===== config.mk =====
export PLATFORM = sky130hd
export DESIGN_NAME = odp_phase_counter
export DESIGN_NICKNAME = d
export VERILOG_FILES = /design/src/rtl/core/odp_pkg.sv /design/src/rtl/core/odp_phase_counter.sv
export SDC_FILE = /design/constraint.sdc
export NUM_CORES = 1
export LEC_CHECK = 0
export ABC_AREA = 1
export BUFFER_PORTS_ARGS = -buffer_cell sky130_fd_sc_hd__buf_2
export CELL_PAD_IN_SITES_DETAIL_PLACEMENT = 1
export CELL_PAD_IN_SITES_GLOBAL_PLACEMENT = 1
export CORE_MARGIN = 5
export CORE_UTILIZATION = 31
export CTS_CLUSTER_SIZE = 20
export DETAILED_ROUTE_END_ITERATION = 10
export PLACE_DENSITY_LB_ADDON = 0.3
export SETUP_SLACK_MARGIN = 0.05
export SKIP_LAST_GASP = 1
export SLEW_MARGIN = 20
export SYNTH_ARGS = -nofsm -noshare
export SYNTH_HDL_FRONTEND = slang
export SYNTH_SLANG_ARGS = --single-unit
export TNS_END_PERCENT = 10

===== constraint.sdc =====
create_clock -name clock -period 1.3 [get_ports clock]
set_clock_uncertainty 0.1 [all_clocks]
set_input_delay 0.065 -clock clock [delete_from_list [all_inputs] [get_ports clock]]
set_output_delay 0.065 -clock clock [all_outputs]
set_load 0.05 [all_outputs]

===== src/rtl/core/odp_pkg.sv =====
package odp_pkg;

   // operation carried by one request word
   localparam logic OP_PIXEL       = 1'b0;
   localparam logic OP_GAMMA_WRITE = 1'b1;

   // configuration register indexes
   localparam logic CSR_DITHER_MODE      = 1'b0;
   localparam logic CSR_THREE_COMPONENTS = 1'b1;

   localparam int CSR_DATA_WIDTH = 2;

   // dither mode codes
   localparam logic [1:0] MODE_COLOUR = 2'd0;
   localparam logic [1:0] MODE_MONO   = 2'd1;
   localparam logic [1:0] MODE_GREY   = 2'd2;

   // register reset values
   localparam logic [1:0] DITHER_MODE_RESET      = MODE_COLOUR;
   localparam logic       THREE_COMPONENTS_RESET = 1'b1;

   // luminance weights, 0.59 / 0.20 / 0.11 in 256ths
   localparam logic [7:0] LUM_WEIGHT_R = 8'd151;
   localparam logic [7:0] LUM_WEIGHT_G = 8'd51;
   localparam logic [7:0] LUM_WEIGHT_B = 8'd28;

   localparam logic [3:0] GREY_TOP = 4'd15;

   typedef enum logic [1:0] {
      PATH_COLOUR,
      PATH_MONO,
      PATH_GREY
   } path_type;

   typedef struct packed {
      logic       op;
      logic [7:0] red;
      logic [7:0] green;
      logic [7:0] blue;
      logic       end_of_row;
      logic       end_of_image;
      logic [7:0] gamma_address;
      logic [7:0] gamma_value;
   } req_type;

   typedef struct packed {
      logic       is_grey_level;
      logic [6:0] palette_index;
   } rsp_type;

   // 256-step threshold, index is column * 16 + row
   localparam logic [7:0] THR256 [256] = '{
      8'd0,8'd223,8'd48,8'd207,8'd14,8'd237,8'd62,8'd221,
      8'd3,8'd226,8'd51,8'd210,8'd13,8'd236,8'd61,8'd220,
      8'd175,8'd80,8'd128,8'd96,8'd189,8'd94,8'd141,8'd110,
      8'd178,8'd83,8'd130,8'd99,8'd188,8'd93,8'd140,8'd109,
      8'd191,8'd32,8'd239,8'd16,8'd205,8'd46,8'd253,8'd30,
      8'd194,8'd35,8'd242,8'd19,8'd204,8'd45,8'd252,8'd29,
      8'd112,8'd143,8'd64,8'd159,8'd126,8'd157,8'd78,8'd173,
      8'd115,8'd146,8'd67,8'd162,8'd125,8'd156,8'd77,8'd172,
      8'd11,8'd234,8'd59,8'd218,8'd5,8'd228,8'd53,8'd212,
      8'd8,8'd231,8'd56,8'd215,8'd6,8'd229,8'd54,8'd213,
      8'd186,8'd91,8'd138,8'd107,8'd180,8'd85,8'd132,8'd101,
      8'd183,8'd88,8'd135,8'd104,8'd181,8'd86,8'd133,8'd102,
      8'd202,8'd43,8'd250,8'd27,8'd196,8'd37,8'd244,8'd21,
      8'd199,8'd40,8'd247,8'd24,8'd197,8'd38,8'd245,8'd22,
      8'd123,8'd154,8'd75,8'd170,8'd117,8'd148,8'd69,8'd164,
      8'd120,8'd151,8'd72,8'd167,8'd118,8'd149,8'd70,8'd165,
      8'd12,8'd235,8'd60,8'd219,8'd2,8'd225,8'd50,8'd209,
      8'd15,8'd238,8'd63,8'd222,8'd1,8'd224,8'd49,8'd208,
      8'd187,8'd92,8'd139,8'd108,8'd177,8'd82,8'd129,8'd98,
      8'd190,8'd95,8'd142,8'd111,8'd176,8'd81,8'd128,8'd97,
      8'd203,8'd44,8'd251,8'd28,8'd193,8'd34,8'd241,8'd18,
      8'd206,8'd47,8'd254,8'd31,8'd192,8'd33,8'd240,8'd17,
      8'd124,8'd155,8'd76,8'd171,8'd114,8'd145,8'd66,8'd161,
      8'd127,8'd158,8'd79,8'd174,8'd113,8'd144,8'd65,8'd160,
      8'd7,8'd230,8'd55,8'd214,8'd9,8'd232,8'd57,8'd216,
      8'd4,8'd227,8'd52,8'd211,8'd10,8'd233,8'd58,8'd217,
      8'd182,8'd87,8'd134,8'd103,8'd184,8'd89,8'd136,8'd105,
      8'd179,8'd84,8'd131,8'd100,8'd185,8'd90,8'd137,8'd106,
      8'd198,8'd39,8'd246,8'd23,8'd200,8'd41,8'd248,8'd25,
      8'd195,8'd36,8'd243,8'd20,8'd201,8'd42,8'd249,8'd26,
      8'd119,8'd150,8'd71,8'd166,8'd121,8'd152,8'd73,8'd168,
      8'd116,8'd147,8'd68,8'd163,8'd122,8'd153,8'd74,8'd169
   };

   // 16-step threshold
   localparam logic [3:0] THR16 [256] = '{
      4'd0,4'd13,4'd3,4'd12,4'd1,4'd14,4'd4,4'd13,4'd0,4'd13,4'd3,4'd12,4'd1,4'd14,4'd4,4'd13,
      4'd10,4'd5,4'd8,4'd6,4'd11,4'd6,4'd8,4'd6,4'd10,4'd5,4'd8,4'd6,4'd11,4'd5,4'd8,4'd6,
      4'd11,4'd2,4'd14,4'd1,4'd12,4'd3,4'd15,4'd2,4'd11,4'd2,4'd14,4'd1,4'd12,4'd3,4'd15,4'd2,
      4'd7,4'd8,4'd4,4'd9,4'd7,4'd9,4'd5,4'd10,4'd7,4'd9,4'd4,4'd10,4'd7,4'd9,4'd5,4'd10,
      4'd1,4'd14,4'd3,4'd13,4'd0,4'd13,4'd3,4'd12,4'd0,4'd14,4'd3,4'd13,4'd0,4'd13,4'd3,4'd13,
      4'd11,4'd5,4'd8,4'd6,4'd11,4'd5,4'd8,4'd6,4'd11,4'd5,4'd8,4'd6,4'd11,4'd5,4'd8,4'd6,
      4'd12,4'd3,4'd15,4'd2,4'd12,4'd2,4'd14,4'd1,4'd12,4'd2,4'd15,4'd1,4'd12,4'd2,4'd14,4'd1,
      4'd7,4'd9,4'd4,4'd10,4'd7,4'd9,4'd4,4'd10,4'd7,4'd9,4'd4,4'd10,4'd7,4'd9,4'd4,4'd10,
      4'd1,4'd14,4'd4,4'd13,4'd0,4'd13,4'd3,4'd12,4'd1,4'd14,4'd4,4'd13,4'd0,4'd13,4'd3,4'd12,
      4'd11,4'd5,4'd8,4'd6,4'd10,4'd5,4'd8,4'd6,4'd11,4'd6,4'd8,4'd7,4'd10,4'd5,4'd8,4'd6,
      4'd12,4'd3,4'd15,4'd2,4'd11,4'd2,4'd14,4'd1,4'd12,4'd3,4'd15,4'd2,4'd11,4'd2,4'd14,4'd1,
      4'd7,4'd9,4'd4,4'd10,4'd7,4'd9,4'd4,4'd9,4'd7,4'd9,4'd5,4'd10,4'd7,4'd8,4'd4,4'd9,
      4'd0,4'd14,4'd3,4'd13,4'd1,4'd14,4'd3,4'd13,4'd0,4'd13,4'd3,4'd12,4'd1,4'd14,4'd3,4'd13,
      4'd11,4'd5,4'd8,4'd6,4'd11,4'd5,4'd8,4'd6,4'd11,4'd5,4'd8,4'd6,4'd11,4'd5,4'd8,4'd6,
      4'd12,4'd2,4'd14,4'd1,4'd12,4'd2,4'd15,4'd1,4'd11,4'd2,4'd14,4'd1,4'd12,4'd2,4'd15,4'd2,
      4'd7,4'd9,4'd4,4'd10,4'd7,4'd9,4'd4,4'd10,4'd7,4'd9,4'd4,4'd10,4'd7,4'd9,4'd4,4'd10
   };

   // 32-step threshold, green
   localparam logic [4:0] THR32 [256] = '{
      5'd0,5'd27,5'd6,5'd25,5'd2,5'd29,5'd8,5'd27,5'd0,5'd27,5'd6,5'd26,5'd2,5'd29,5'd7,5'd27,
      5'd21,5'd10,5'd16,5'd12,5'd23,5'd11,5'd17,5'd13,5'd22,5'd10,5'd16,5'd12,5'd23,5'd11,5'd17,5'd13,
      5'd23,5'd4,5'd29,5'd2,5'd25,5'd6,5'd31,5'd4,5'd24,5'd4,5'd29,5'd2,5'd25,5'd5,5'd31,5'd4,
      5'd14,5'd17,5'd8,5'd19,5'd15,5'd19,5'd9,5'd21,5'd14,5'd18,5'd8,5'd20,5'd15,5'd19,5'd9,5'd21,
      5'd1,5'd28,5'd7,5'd27,5'd1,5'd28,5'd6,5'd26,5'd1,5'd28,5'd7,5'd26,5'd1,5'd28,5'd7,5'd26,
      5'd23,5'd11,5'd17,5'd13,5'd22,5'd10,5'd16,5'd12,5'd22,5'd11,5'd16,5'd13,5'd22,5'd10,5'd16,5'd12,
      5'd25,5'd5,5'd30,5'd3,5'd24,5'd4,5'd30,5'd3,5'd24,5'd5,5'd30,5'd3,5'd24,5'd5,5'd30,5'd3,
      5'd15,5'd19,5'd9,5'd21,5'd14,5'd18,5'd8,5'd20,5'd15,5'd18,5'd9,5'd20,5'd14,5'd18,5'd8,5'd20,
      5'd1,5'd29,5'd7,5'd27,5'd0,5'd27,5'd6,5'd25,5'd2,5'd29,5'd8,5'd27,5'd0,5'd27,5'd6,5'd25,
      5'd23,5'd11,5'd17,5'd13,5'd22,5'd10,5'd16,5'd12,5'd23,5'd12,5'd17,5'd13,5'd21,5'd10,5'd16,5'd12,
      5'd25,5'd5,5'd31,5'd3,5'd23,5'd4,5'd29,5'd2,5'd25,5'd6,5'd31,5'd4,5'd23,5'd4,5'd29,5'd2,
      5'd15,5'd19,5'd9,5'd21,5'd14,5'd18,5'd8,5'd20,5'd15,5'd19,5'd10,5'd21,5'd14,5'd18,5'd8,5'd19,
      5'd1,5'd28,5'd7,5'd26,5'd1,5'd28,5'd7,5'd26,5'd0,5'd28,5'd6,5'd26,5'd1,5'd28,5'd7,5'd26,
      5'd22,5'd11,5'd16,5'd12,5'd22,5'd11,5'd17,5'd13,5'd22,5'd10,5'd16,5'd12,5'd23,5'd11,5'd17,5'd13,
      5'd24,5'd5,5'd30,5'd3,5'd24,5'd5,5'd30,5'd3,5'd24,5'd4,5'd30,5'd2,5'd24,5'd5,5'd30,5'd3,
      5'd14,5'd18,5'd9,5'd20,5'd15,5'd19,5'd9,5'd20,5'd14,5'd18,5'd8,5'd20,5'd15,5'd19,5'd9,5'd21
   };

   // 64-step threshold, red and blue
   localparam logic [5:0] THR64 [256] = '{
      6'd0,6'd55,6'd12,6'd51,6'd3,6'd59,6'd15,6'd55,6'd1,6'd56,6'd13,6'd52,6'd3,6'd58,6'd15,6'd54,
      6'd43,6'd20,6'd32,6'd24,6'd47,6'd23,6'd35,6'd27,6'd44,6'd20,6'd32,6'd24,6'd47,6'd23,6'd35,6'd27,
      6'd47,6'd8,6'd59,6'd4,6'd51,6'd11,6'd63,6'd7,6'd48,6'd9,6'd60,6'd5,6'd50,6'd11,6'd62,6'd7,
      6'd28,6'd35,6'd16,6'd39,6'd31,6'd39,6'd19,6'd43,6'd28,6'd36,6'd16,6'd40,6'd31,6'd39,6'd19,6'd43,
      6'd3,6'd58,6'd15,6'd54,6'd1,6'd56,6'd13,6'd52,6'd2,6'd57,6'd14,6'd53,6'd1,6'd57,6'd13,6'd53,
      6'd46,6'd22,6'd34,6'd26,6'd45,6'd21,6'd33,6'd25,6'd45,6'd22,6'd33,6'd26,6'd45,6'd21,6'd33,6'd25,
      6'd50,6'd11,6'd62,6'd7,6'd48,6'd9,6'd60,6'd5,6'd49,6'd10,6'd61,6'd6,6'd49,6'd9,6'd61,6'd5,
      6'd30,6'd38,6'd18,6'd42,6'd29,6'd37,6'd17,6'd41,6'd30,6'd37,6'd18,6'd41,6'd29,6'd37,6'd17,6'd41,
      6'd3,6'd58,6'd15,6'd54,6'd0,6'd56,6'd12,6'd52,6'd4,6'd59,6'd16,6'd55,6'd0,6'd55,6'd12,6'd51,
      6'd46,6'd23,6'd34,6'd27,6'd44,6'd20,6'd32,6'd24,6'd47,6'd23,6'd35,6'd27,6'd44,6'd20,6'd32,6'd24,
      6'd50,6'd11,6'd62,6'd7,6'd48,6'd8,6'd60,6'd4,6'd51,6'd12,6'd63,6'd8,6'd47,6'd8,6'd59,6'd4,
      6'd31,6'd38,6'd19,6'd42,6'd28,6'd36,6'd16,6'd40,6'd31,6'd39,6'd19,6'd43,6'd28,6'd36,6'd16,6'd40,
      6'd2,6'd57,6'd14,6'd53,6'd2,6'd57,6'd14,6'd53,6'd1,6'd56,6'd13,6'd52,6'd2,6'd58,6'd14,6'd54,
      6'd45,6'd21,6'd33,6'd25,6'd46,6'd22,6'd34,6'd26,6'd44,6'd21,6'd32,6'd25,6'd46,6'd22,6'd34,6'd26,
      6'd49,6'd10,6'd61,6'd6,6'd49,6'd10,6'd61,6'd6,6'd48,6'd9,6'd60,6'd5,6'd50,6'd10,6'd62,6'd6,
      6'd29,6'd37,6'd17,6'd41,6'd30,6'd38,6'd18,6'd42,6'd29,6'd36,6'd17,6'd40,6'd30,6'd38,6'd18,6'd42
   };

endpackage


===== src/rtl/core/odp_phase_counter.sv =====
module odp_phase_counter
   import odp_pkg::*;
(
   input  logic       clock,
   input  logic       reset,
   input  logic       step,
   input  logic       end_of_row,
   input  logic       end_of_image,
   output logic [7:0] pos
);

   logic [3:0] column_ff, column_in;
   logic [3:0] row_ff, row_in;

   always_comb begin
      column_in = column_ff;
      row_in    = row_ff;
      if (step) begin
         priority if (end_of_image) begin
            column_in = '0;
            row_in    = '0;
         end else if (end_of_row) begin
            column_in = '0;
            row_in    = row_ff + 4'd1;
         end else begin
            column_in = column_ff + 4'd1;
         end
      end
   end

   always_ff @(posedge clock) begin
      if (reset) begin
         column_ff <= '0;
         row_ff    <= '0;
      end else begin
         column_ff <= column_in;
         row_ff    <= row_in;
      end
   end

   // tile index: column in the high nibble
   assign pos = {column_ff, row_ff};

endmodule


* Word level (Yosys, flattened, before mapping)
Cells that the tools add are included.
** Storage, ports and cells
- Bits of input ports :: 5
- Word-level logic and storage cells :: 10
- Bits in registers :: 8
- Output and inout port bits :: 8
** Cells by class
- Reductions and logical operators :: 2
- Multiplexer cells :: 4
- $add $sub $neg :: 2
** Operator list (number)
- 4-bit two-way mux :: 4
- 4-bit by 1-bit adder with 4-bit output, second input constant :: 2
- 2-bit AND reduction :: 1
- 2-bit nonzero test :: 1

* Logic depth before layout (Yosys ltp)
Gate-level depths: netlist (run 1).
- Depth after elaboration :: 3
- Mapped depth :: 6
- Gate-level depth less buffers :: 6

* Worst setup path before layout (run 1)
OpenSTA, ideal clock, no wires.
- Path kind :: flip-flop to flip-flop
- From :: register column_ff[1]
- To :: register column_ff[2]
- Buffers on the path :: 0
- Cell stages (with the launch flop) :: 5
- Setup time :: 70 ps
- Arrival :: 1233 ps
- Required time :: 1130 ps
- Clock period less this slack :: 1402 ps
- Slack :: -102 ps
- Cell sequence :: dfxtp_1 ha_1 nand2_2 or2_0 a21oi_1
** On the way
- Word-level cells in the longest chain between the ends :: 3
** RTL lines
- start: declaration :: RTL line odp_phase_counter.sv:12 : logic [3:0] column_ff, column_in;
- start signal: assignment :: RTL line odp_phase_counter.sv:36 : column_ff <= column_in;
- 4-bit by 1-bit adder with 4-bit output :: RTL line odp_phase_counter.sv:26 : column_in = column_ff + 4'd1;
- 4-bit two-way mux :: RTL line odp_phase_counter.sv:22 : end else if (end_of_row) begin
- 4-bit two-way mux :: RTL line odp_phase_counter.sv:19 : priority if (end_of_image) begin
No other way between the ends.
A chain may end at the register's enable or synchronous reset.

* Final worst setup path (run 1)
- From :: register row_ff[0]
- To :: output port pos[0]
** RTL lines
- start: declaration :: RTL line odp_phase_counter.sv:13 : logic [3:0] row_ff, row_in;
- start signal: assignment :: RTL line odp_phase_counter.sv:37 : row_ff <= row_in;
- end: declaration :: RTL line odp_phase_counter.sv:9 : output logic [7:0] pos
No word-level cell between the ends.

==> metrics.md, run 1 <==
| Metric | Value |
|---|---|
| Largest net degree at the start of global routing | `9` |
| Cell Area, Synth | `405 µm²` |
| Top cells by area, synth | `dfxtp_1 40%, nand2_1 12%, nor2_1 9.3%, nand3_1 8.6%, a21oi_1 6.2%` |
| Grt ovf | `0` |
| Critical Path Max Stage Delay | `0.38 ns` |
| CTS tree | `built` |
| DP Worst Slack | `0.259 ns` |
| Slowest-stage cell, CP | `dfxtp_1` |
| CP Max Fanout | `5` |
| Crit path cell chain | `buf_2` |
| Measured slew at the worst slew-check pin | `0.249 ns` |
| Outcome | `completed` |
| Num rows | `13` |
| Sequential share of the synthesized area | `39.5%` |
| Sequential Area | `163 µm²` |
| Crit path DAT | `0.92 ns` |
| Crit path required time | `1.13 ns` |
| Design Area, Final | `508 µm²` |
| Ports | `13` |
| Largest delay contributor family on the critical path | `flip-flops` |
| RR Startpoint | `column_ff[1]$_SDFFE_PP0P_` |
| Max-Cap Viols | `0` |
| Share of cells above drive strength 1 | `28.8%` |
| Slew Viols, Final | `0` |
| First-pass GRT wire length | `1550 µm` |
| RSZ-0062 raised after global routing | `false` |
| Crit path to | `pos[0]` |
| Nets@finish | `82` |
| Clock transition at path regs | `0.05 ns` |
| Post-DP Area | `475 µm²` |
| Gpl congestion | `0.697` |
| Final period util | `83.4%` |
| Avg Vias per Cell | `4.75` |
| EDFF count, synth | `0` |
| Initial antenna violation count | `0` |
| Drt first pass iters | `4` |
| Number of fillers in the final layout | `175` |
| Worst setup SP type | `flip-flop` |
| GRT met1 Usage | `11.1%` |
| Setup bufs post-CTS | `0` |
| Clock Sink Count | `8` |
| Synthesized instance count | `58` |
| Worst VDD drop | `0.000536 V` |
| Post-synth top cells | `13 x nand2_1, 10 x nor2_1, 8 x dfxtp_1, 7 x nand3_1` |
| Pwr Density | `1020 nW/µm²` |
| Number of global-route vias before repair | `421` |
| RR Endpoint | `column_ff[2]$_SDFFE_PP0P_` |
| Hold Crit Class | `in -> reg` |
| Routed WL per cell | `10.3 µm` |
| Antenna-violating nets left | `0` |
| Ys Warns | `0` |
| Buf/Inv on CP | `1` |
| P_leak | `0.244 nW` |
| Maximum level of the CTS H-tree | `1` |
| Synth unique cells | `14` |
| Final hold violations | `0` |
| # diodes | `0` |
| Synth top area share | `39.5%` |
| CP Class | `reg -> out` |
| Die X-Extent | `46.2 µm` |
| Post-Syn Area per Cell | `6.99 µm²` |
| Initial core utilization | `32.0%` |
| Sw frac | `26.7%` |
| P&R area growth vs syn | `25.3%` |
| Max Buffers Root-to-Sink | `2` |
| GR Util All Layers | `10.8%` |
| Relative slew slack | `83.5%` |
| Achievable Freq | `0.922 GHz` |
| Post-route minimum period | `1.08 ns` |
| Logic pwr share | `14.4%` |
| Cts repair resizes | `0` |
| Critical path endpoint category | `output pin` |
| Psw | `0.139 mW` |
| DRT Wirelength | `909 µm` |
| Most common cell in the netlist | `nand2_1` |
| Reg2reg setup slack | `0.25 ns` |
| Final WS setup | `0.216 ns` |
| DRC Markers | `0` |
| Worst-Skew Late Latency | `0.25 ns` |
| CTS buffer count | `3` |
| Top Usage Layer GRT | `met2` |
| Ys flop type | `dfxtp_1` |
| Met2 Usage GRT | `17.0%` |
| Initial drt markers | `11` |
| Clk pwr share | `36.1%` |
| Setup TNS | `0 ns` |
| PortBufs | `12` |
| Worst R2R Path Depth | `4` |
| Final setup fails | `0` |
| Post-DP HPWL | `743 µm` |
| Met3 GRT Util | `4.69%` |
| Int Power | `0.380 mW` |
| Multi-input gate area | `211 µm²` |
| Placeable Area | `1270 µm²` |
| Post-Syn Nets | `65` |
| Root Buffer | `clkbuf_4` |
| Worst setup startpoint | `row_ff[0]$_SDFFE_PP0P_` |
| Levels on crit path | `1` |
| Share of the core filled with cells | `40.0%` |
| DR vias | `418` |
| Die Ht | `46.2 µm` |
| Synth Register Bits | `8` |
| Post-synthesis async set-or-reset flop share | `0%` |
| Die ar. | `2130 µm²` |
| Post-synth top area cell | `dfxtp_1` |
| Flop pwr share | `49.5%` |
power groups by stage:
stage               clock (mW)  sequential [mW]  combinational (mW)
detailed placement           0            0.262              0.0728
floorplan                    0            0.280              0.0364
global placement             0            0.262              0.0722
global route             0.222            0.257              0.0827
finish                   0.187            0.257              0.0746
CTS                      0.198            0.257              0.0753
cell type report:
class / count / area share [%]
multi-input combinational: 43 / 41.6
sequential: 8 / 32.0
timing repair buffer: 13 / 13.8
clock buffer: 3 / 4.43
inverter: 6 / 4.43
tap: 15 / 3.69
layer usage:
| layer | up-vias | wire length, µm |
|---|---|---|
| met5 | - | 0 |
| met4 | 0 | 30 |
| met1 | 183 | 410 |
| met3 | 4 | 56 |
| met2 | 14 | 412 |
| li1 | 217 | - |
how the worst min path moves through the flow:
| stage | from | to | slack [ns] | cells after the start |
|---|---|---|---|---|
| 2_1_floorplan | reset | column_ff[1]$_SDFFE_PP0P_ | 0.03 | 1 |
| 3_3_place_gp | reset | column_ff[1]$_SDFFE_PP0P_ | 0.16 | 2 |
| 3_5_place_dp | reset | column_ff[1]$_SDFFE_PP0P_ | 0.17 | 2 |
| 4_1_cts | end_of_row | column_ff[1]$_SDFFE_PP0P_ | 0.02 | 4 |
| 5_1_grt | end_of_row | column_ff[1]$_SDFFE_PP0P_ | 0.05 | 4 |
| 6_report | end_of_image | row_ff[1]$_SDFFE_PP0P_ | 0.03 | 4 |
sequential cells by signal, indices dropped and copies added, names as in the netlist:
| register | cells |
|---|---|
| column_ff | 4 |
| row_ff | 4 |
cells in the final DEF, fill, tap and decap left out:
master          n
dlygate4sd3_1   1
nand3_1         7
nand2_2         1
buf_2          12
nor2_1         10
dfxtp_1         6
inv_2           1
a21oi_1         5
nor2_4          1
nand2_1        13
ha_1            2
clkbuf_4        3
or2_0           1
o21ai_1         2
dfxtp_2         2
inv_1           5
nor2_2          1
stage by stage:
| step | total power [mW] | cells | hold WS [ns] |
|---|---|---|---|
| 2_1_floorplan | 0.316 | 58 | 0.0267 |
| 3_3_place_gp | 0.334 | 84 | 0.156 |
| 3_5_place_dp | 0.335 | 84 | 0.165 |
| 4_1_cts | 0.530 | 88 | 0.0232 |
| 5_1_grt | 0.562 | 88 | 0.0469 |
| 6_report | 0.519 | 88 | 0.0297 |
timing repair:
action | 4_1_cts | 5_1_grt
endpoints found under the setup margin | 0 | 0
endpoints found under the hold margin | 1 | 0
hold buffers | 1 | 0
worst reg2reg max path, delay by kind of cell, from the launching register on:
kind | cells | cell delay [ns]
flip-flops | 1 | 0.35
AND/OR/NAND/NOR | 2 | 0.26
adder cells (fa/ha/maj) | 1 | 0.17
AO/OA/AOI/OAI | 1 | 0.12
logic make-up (layout without fill, tap and decap cells):
group / Yosys count / after routing / share of synthesized area, %
AND/OR/NAND/NOR: 34 / 34 / 37.3
flip-flops: 8 / 8 / 39.5
AO/OA/AOI/OAI: 7 / 7 / 8.64
buffers and inverters: 7 / 22 / 8.33
adder cells (fa/ha/maj): 2 / 2 / 6.17
No activity file was read; power rests on OpenSTA's default activity.
==> run 2, diff against run 1 <==
==> constraint.sdc (replaced) <==
create_clock -name clock -period 1 [get_ports clock]
set_clock_uncertainty 0.1 [all_clocks]
set_input_delay 0.05 -clock clock [delete_from_list [all_inputs] [get_ports clock]]
set_output_delay 0.05 -clock clock [all_outputs]
set_load 0.05 [all_outputs]
==> metrics.md, run 2 (same netlist as run 1, synthesis figures left out) <==
| Metric | Value |
|---|---|
| Commonest non-fill, non-tap cell in the layout | `nand2_1` |
| Setup TNS | `-0.0362 ns (-0.0362 ns)` |
| Antenna-violating nets left | `0 (unchanged)` |
| Failing checks | `hold timing, setup timing` |
| Die X-Extent | `46.2 µm (unchanged)` |
| Measured slew at the worst slew-check pin | `0.246 ns (-0.00233 ns)` |
| Setup bufs post-CTS | `0 (unchanged)` |
| Num rows | `13 (unchanged)` |
| Hold_ws | `-0.0106 ns (-0.0403 ns)` |
| Pwr Total | `0.709 mW (+37%)` |
| Final period util | `102%` |
| GR Util All Layers | `12.2% (+1.3 points)` |
| Worst VDD drop | `0.000495 V (-7.7%)` |
| Placeable Area | `1270 µm² (unchanged)` |
| Top Registers | `column_ff: 4 flops, row_ff: 4 flops` |
| Post-route minimum period | `1.02 ns` |
| Nets@finish | `82 (unchanged)` |
| DRT Wirelength | `1020 µm (+12%)` |
| Relative slew slack | `83.7% (+0.15 points)` |
| Avg Vias per Cell | `4.73 (-0.41%)` |
| Die Ht | `46.2 µm (unchanged)` |
| Largest net degree at the start of global routing | `9 (unchanged)` |
| GRT met1 Usage | `12.0% (+0.90 points)` |
| DR vias | `421 (+0.72%)` |
| Grt ovf | `0 (unchanged)` |
| Die ar. | `2130 µm² (unchanged)` |
| Final setup fails | `3 (+3)` |
| Initial drt markers | `2 (-9)` |
| Maximum level of the CTS H-tree | `1 (unchanged)` |
| Met3 GRT Util | `5.86% (+1.2 points)` |
| # diodes | `0 (unchanged)` |
| Crit path required time | `1.09 ns (-0.04 ns)` |
| Achievable Freq | `0.981 GHz` |
| Commonest cells after routing, fill and taps aside | `13 x nand2_1, 10 x nor2_1, 7 x nand3_1, 7 x buf_4` |
| Slew Viols, Final | `0 (unchanged)` |
| Top Usage Layer GRT | `met2` |
| Final WS setup | `-0.0194 ns (-0.235 ns)` |
| Met2 Usage GRT | `20.6% (+3.6 points)` |
| Share of the core filled with cells | `44.1% (+4.0 points)` |
| Post-DP HPWL | `783 µm (+5.5%)` |
| Crit path DAT | `1.11 ns (+0.19 ns)` |
| Initial core utilization | `32.0% (unchanged)` |
| Initial antenna violation count | `0 (unchanged)` |
| DRC Markers | `0 (unchanged)` |
| Critical path endpoint category | `flip-flop` |
| Worst-Skew Late Latency | `0.26 ns (about the same)` |
| Drt first pass iters | `2 (-2)` |
| Final hold violations | `1 (+1)` |
| Hold buffers post-CTS | `1 (unchanged)` |
| Worst setup SP type | `flip-flop` |
| CP Class | `reg -> reg` |
| Root Buffer | `clkbuf_4` |
| RSZ-0062 raised after global routing | `true` |
| Pwr Density | `1270 nW/µm² (+24%)` |
| Ports | `13 (unchanged)` |
| PortBufs | `12 (unchanged)` |
| Clock Sink Count | `8 (unchanged)` |
| Routed WL per cell | `11.5 µm (+11%)` |
| Share of cells above drive strength 1 | `35.1% (+6.4 points)` |
| P_leak | `0.246 nW (+0.65%)` |
| Post-DP Area | `505 µm² (+6.3%)` |
| P&R area growth vs syn | `38.0%` |
| Number of global-route vias before repair | `437 (+3.8%)` |
| CTS buffer count | `3 (unchanged)` |
| Max-Cap Viols | `0 (unchanged)` |
| Clock transition at path regs | `0.06 ns (about the same)` |
| First-pass GRT wire length | `1770 µm (+14%)` |
| Design Area, Final | `559 µm² (+10%)` |
| CTS tree | `built` |
| Gpl congestion | `0.639 (-8.3%)` |
| Outcome | `complete, but fails checks` |
| CP Max Fanout | `4 (-1)` |
| Hold Crit Class | `in -> reg` |
| Max Buffers Root-to-Sink | `2 (unchanged)` |
==> run 2: cell types whose count changed in the layout (fill, tap and decap cells not counted) <==
cell and delta:
ha_4 +1, dfxtp_2 -1, ha_1 -1, buf_4 +7, dfxtp_1 -4, clkbuf_1 +1, buf_2 -7, dfxtp_4 +5
==> run 2: cell type report <==
type / instances / area, µm²
Fill cell: 169 / 709
Multi-Input combinational cell: 43 / 224
Sequential cell: 8 / 180
Timing Repair Buffer: 13 / 87.6
Inverter: 6 / 22.5
Clock buffer: 4 / 26.3
Tap cell: 15 / 18.8
==> run 2: power breakdown <==
group | total (mW) | leakage, nW | switching [mW] | internal (mW)
clock | 0.279 | 0.0150 | 0.126 | 0.154
sequential | 0.326 | 0.0691 | 0.00889 | 0.317
combinational | 0.104 | 0.162 | 0.0690 | 0.0348
total | 0.709 | 0.246 | 0.204 | 0.506
==> run 2: path summary, 6_finish.rpt <==
check	start	to	slack [ns]	cells past startpoint
worst max-delay path	column_ff[1]$_SDFFE_PP0P_	column_ff[2]$_SDFFE_PP0P_	-0.02	4
worst min-delay path	end_of_row	column_ff[1]$_SDFFE_PP0P_	-0.01	4
worst max register to register	column_ff[1]$_SDFFE_PP0P_	column_ff[2]$_SDFFE_PP0P_	-0.02	4
worst min register to register	column_ff[2]$_SDFFE_PP0P_	column_ff[2]$_SDFFE_PP0P_	0.39	2
==> run 2: layer usage <==
layer  routed length [µm]  up-vias
li1                     -      220
met1                  439      186
met2                  511       11
met3                   52        4
met4                   19        0
met5                    0        -
==> run 2: timing repair <==
action,4_1_cts,5_1_grt
endpoints found under the setup margin,14,14
gates resized for setup,7,0
endpoints found under the hold margin,3,1
==> run 2: through the flow <==
step	cells	worst slack, ns
final	89	-0.0194
after global routing	89	-0.0843
after CTS	89	-0.0289
after detailed placement	84	-0.00604
after global placement	84	0.0147
after floorplan	58	-0.0950
==> run 2: critical path, cell delays in order, from the launching register on <==
cell     delay [ns]
dfxtp_4        0.37
ha_4           0.13
nand2_2        0.05
or2_0          0.19
a21oi_1        0.11
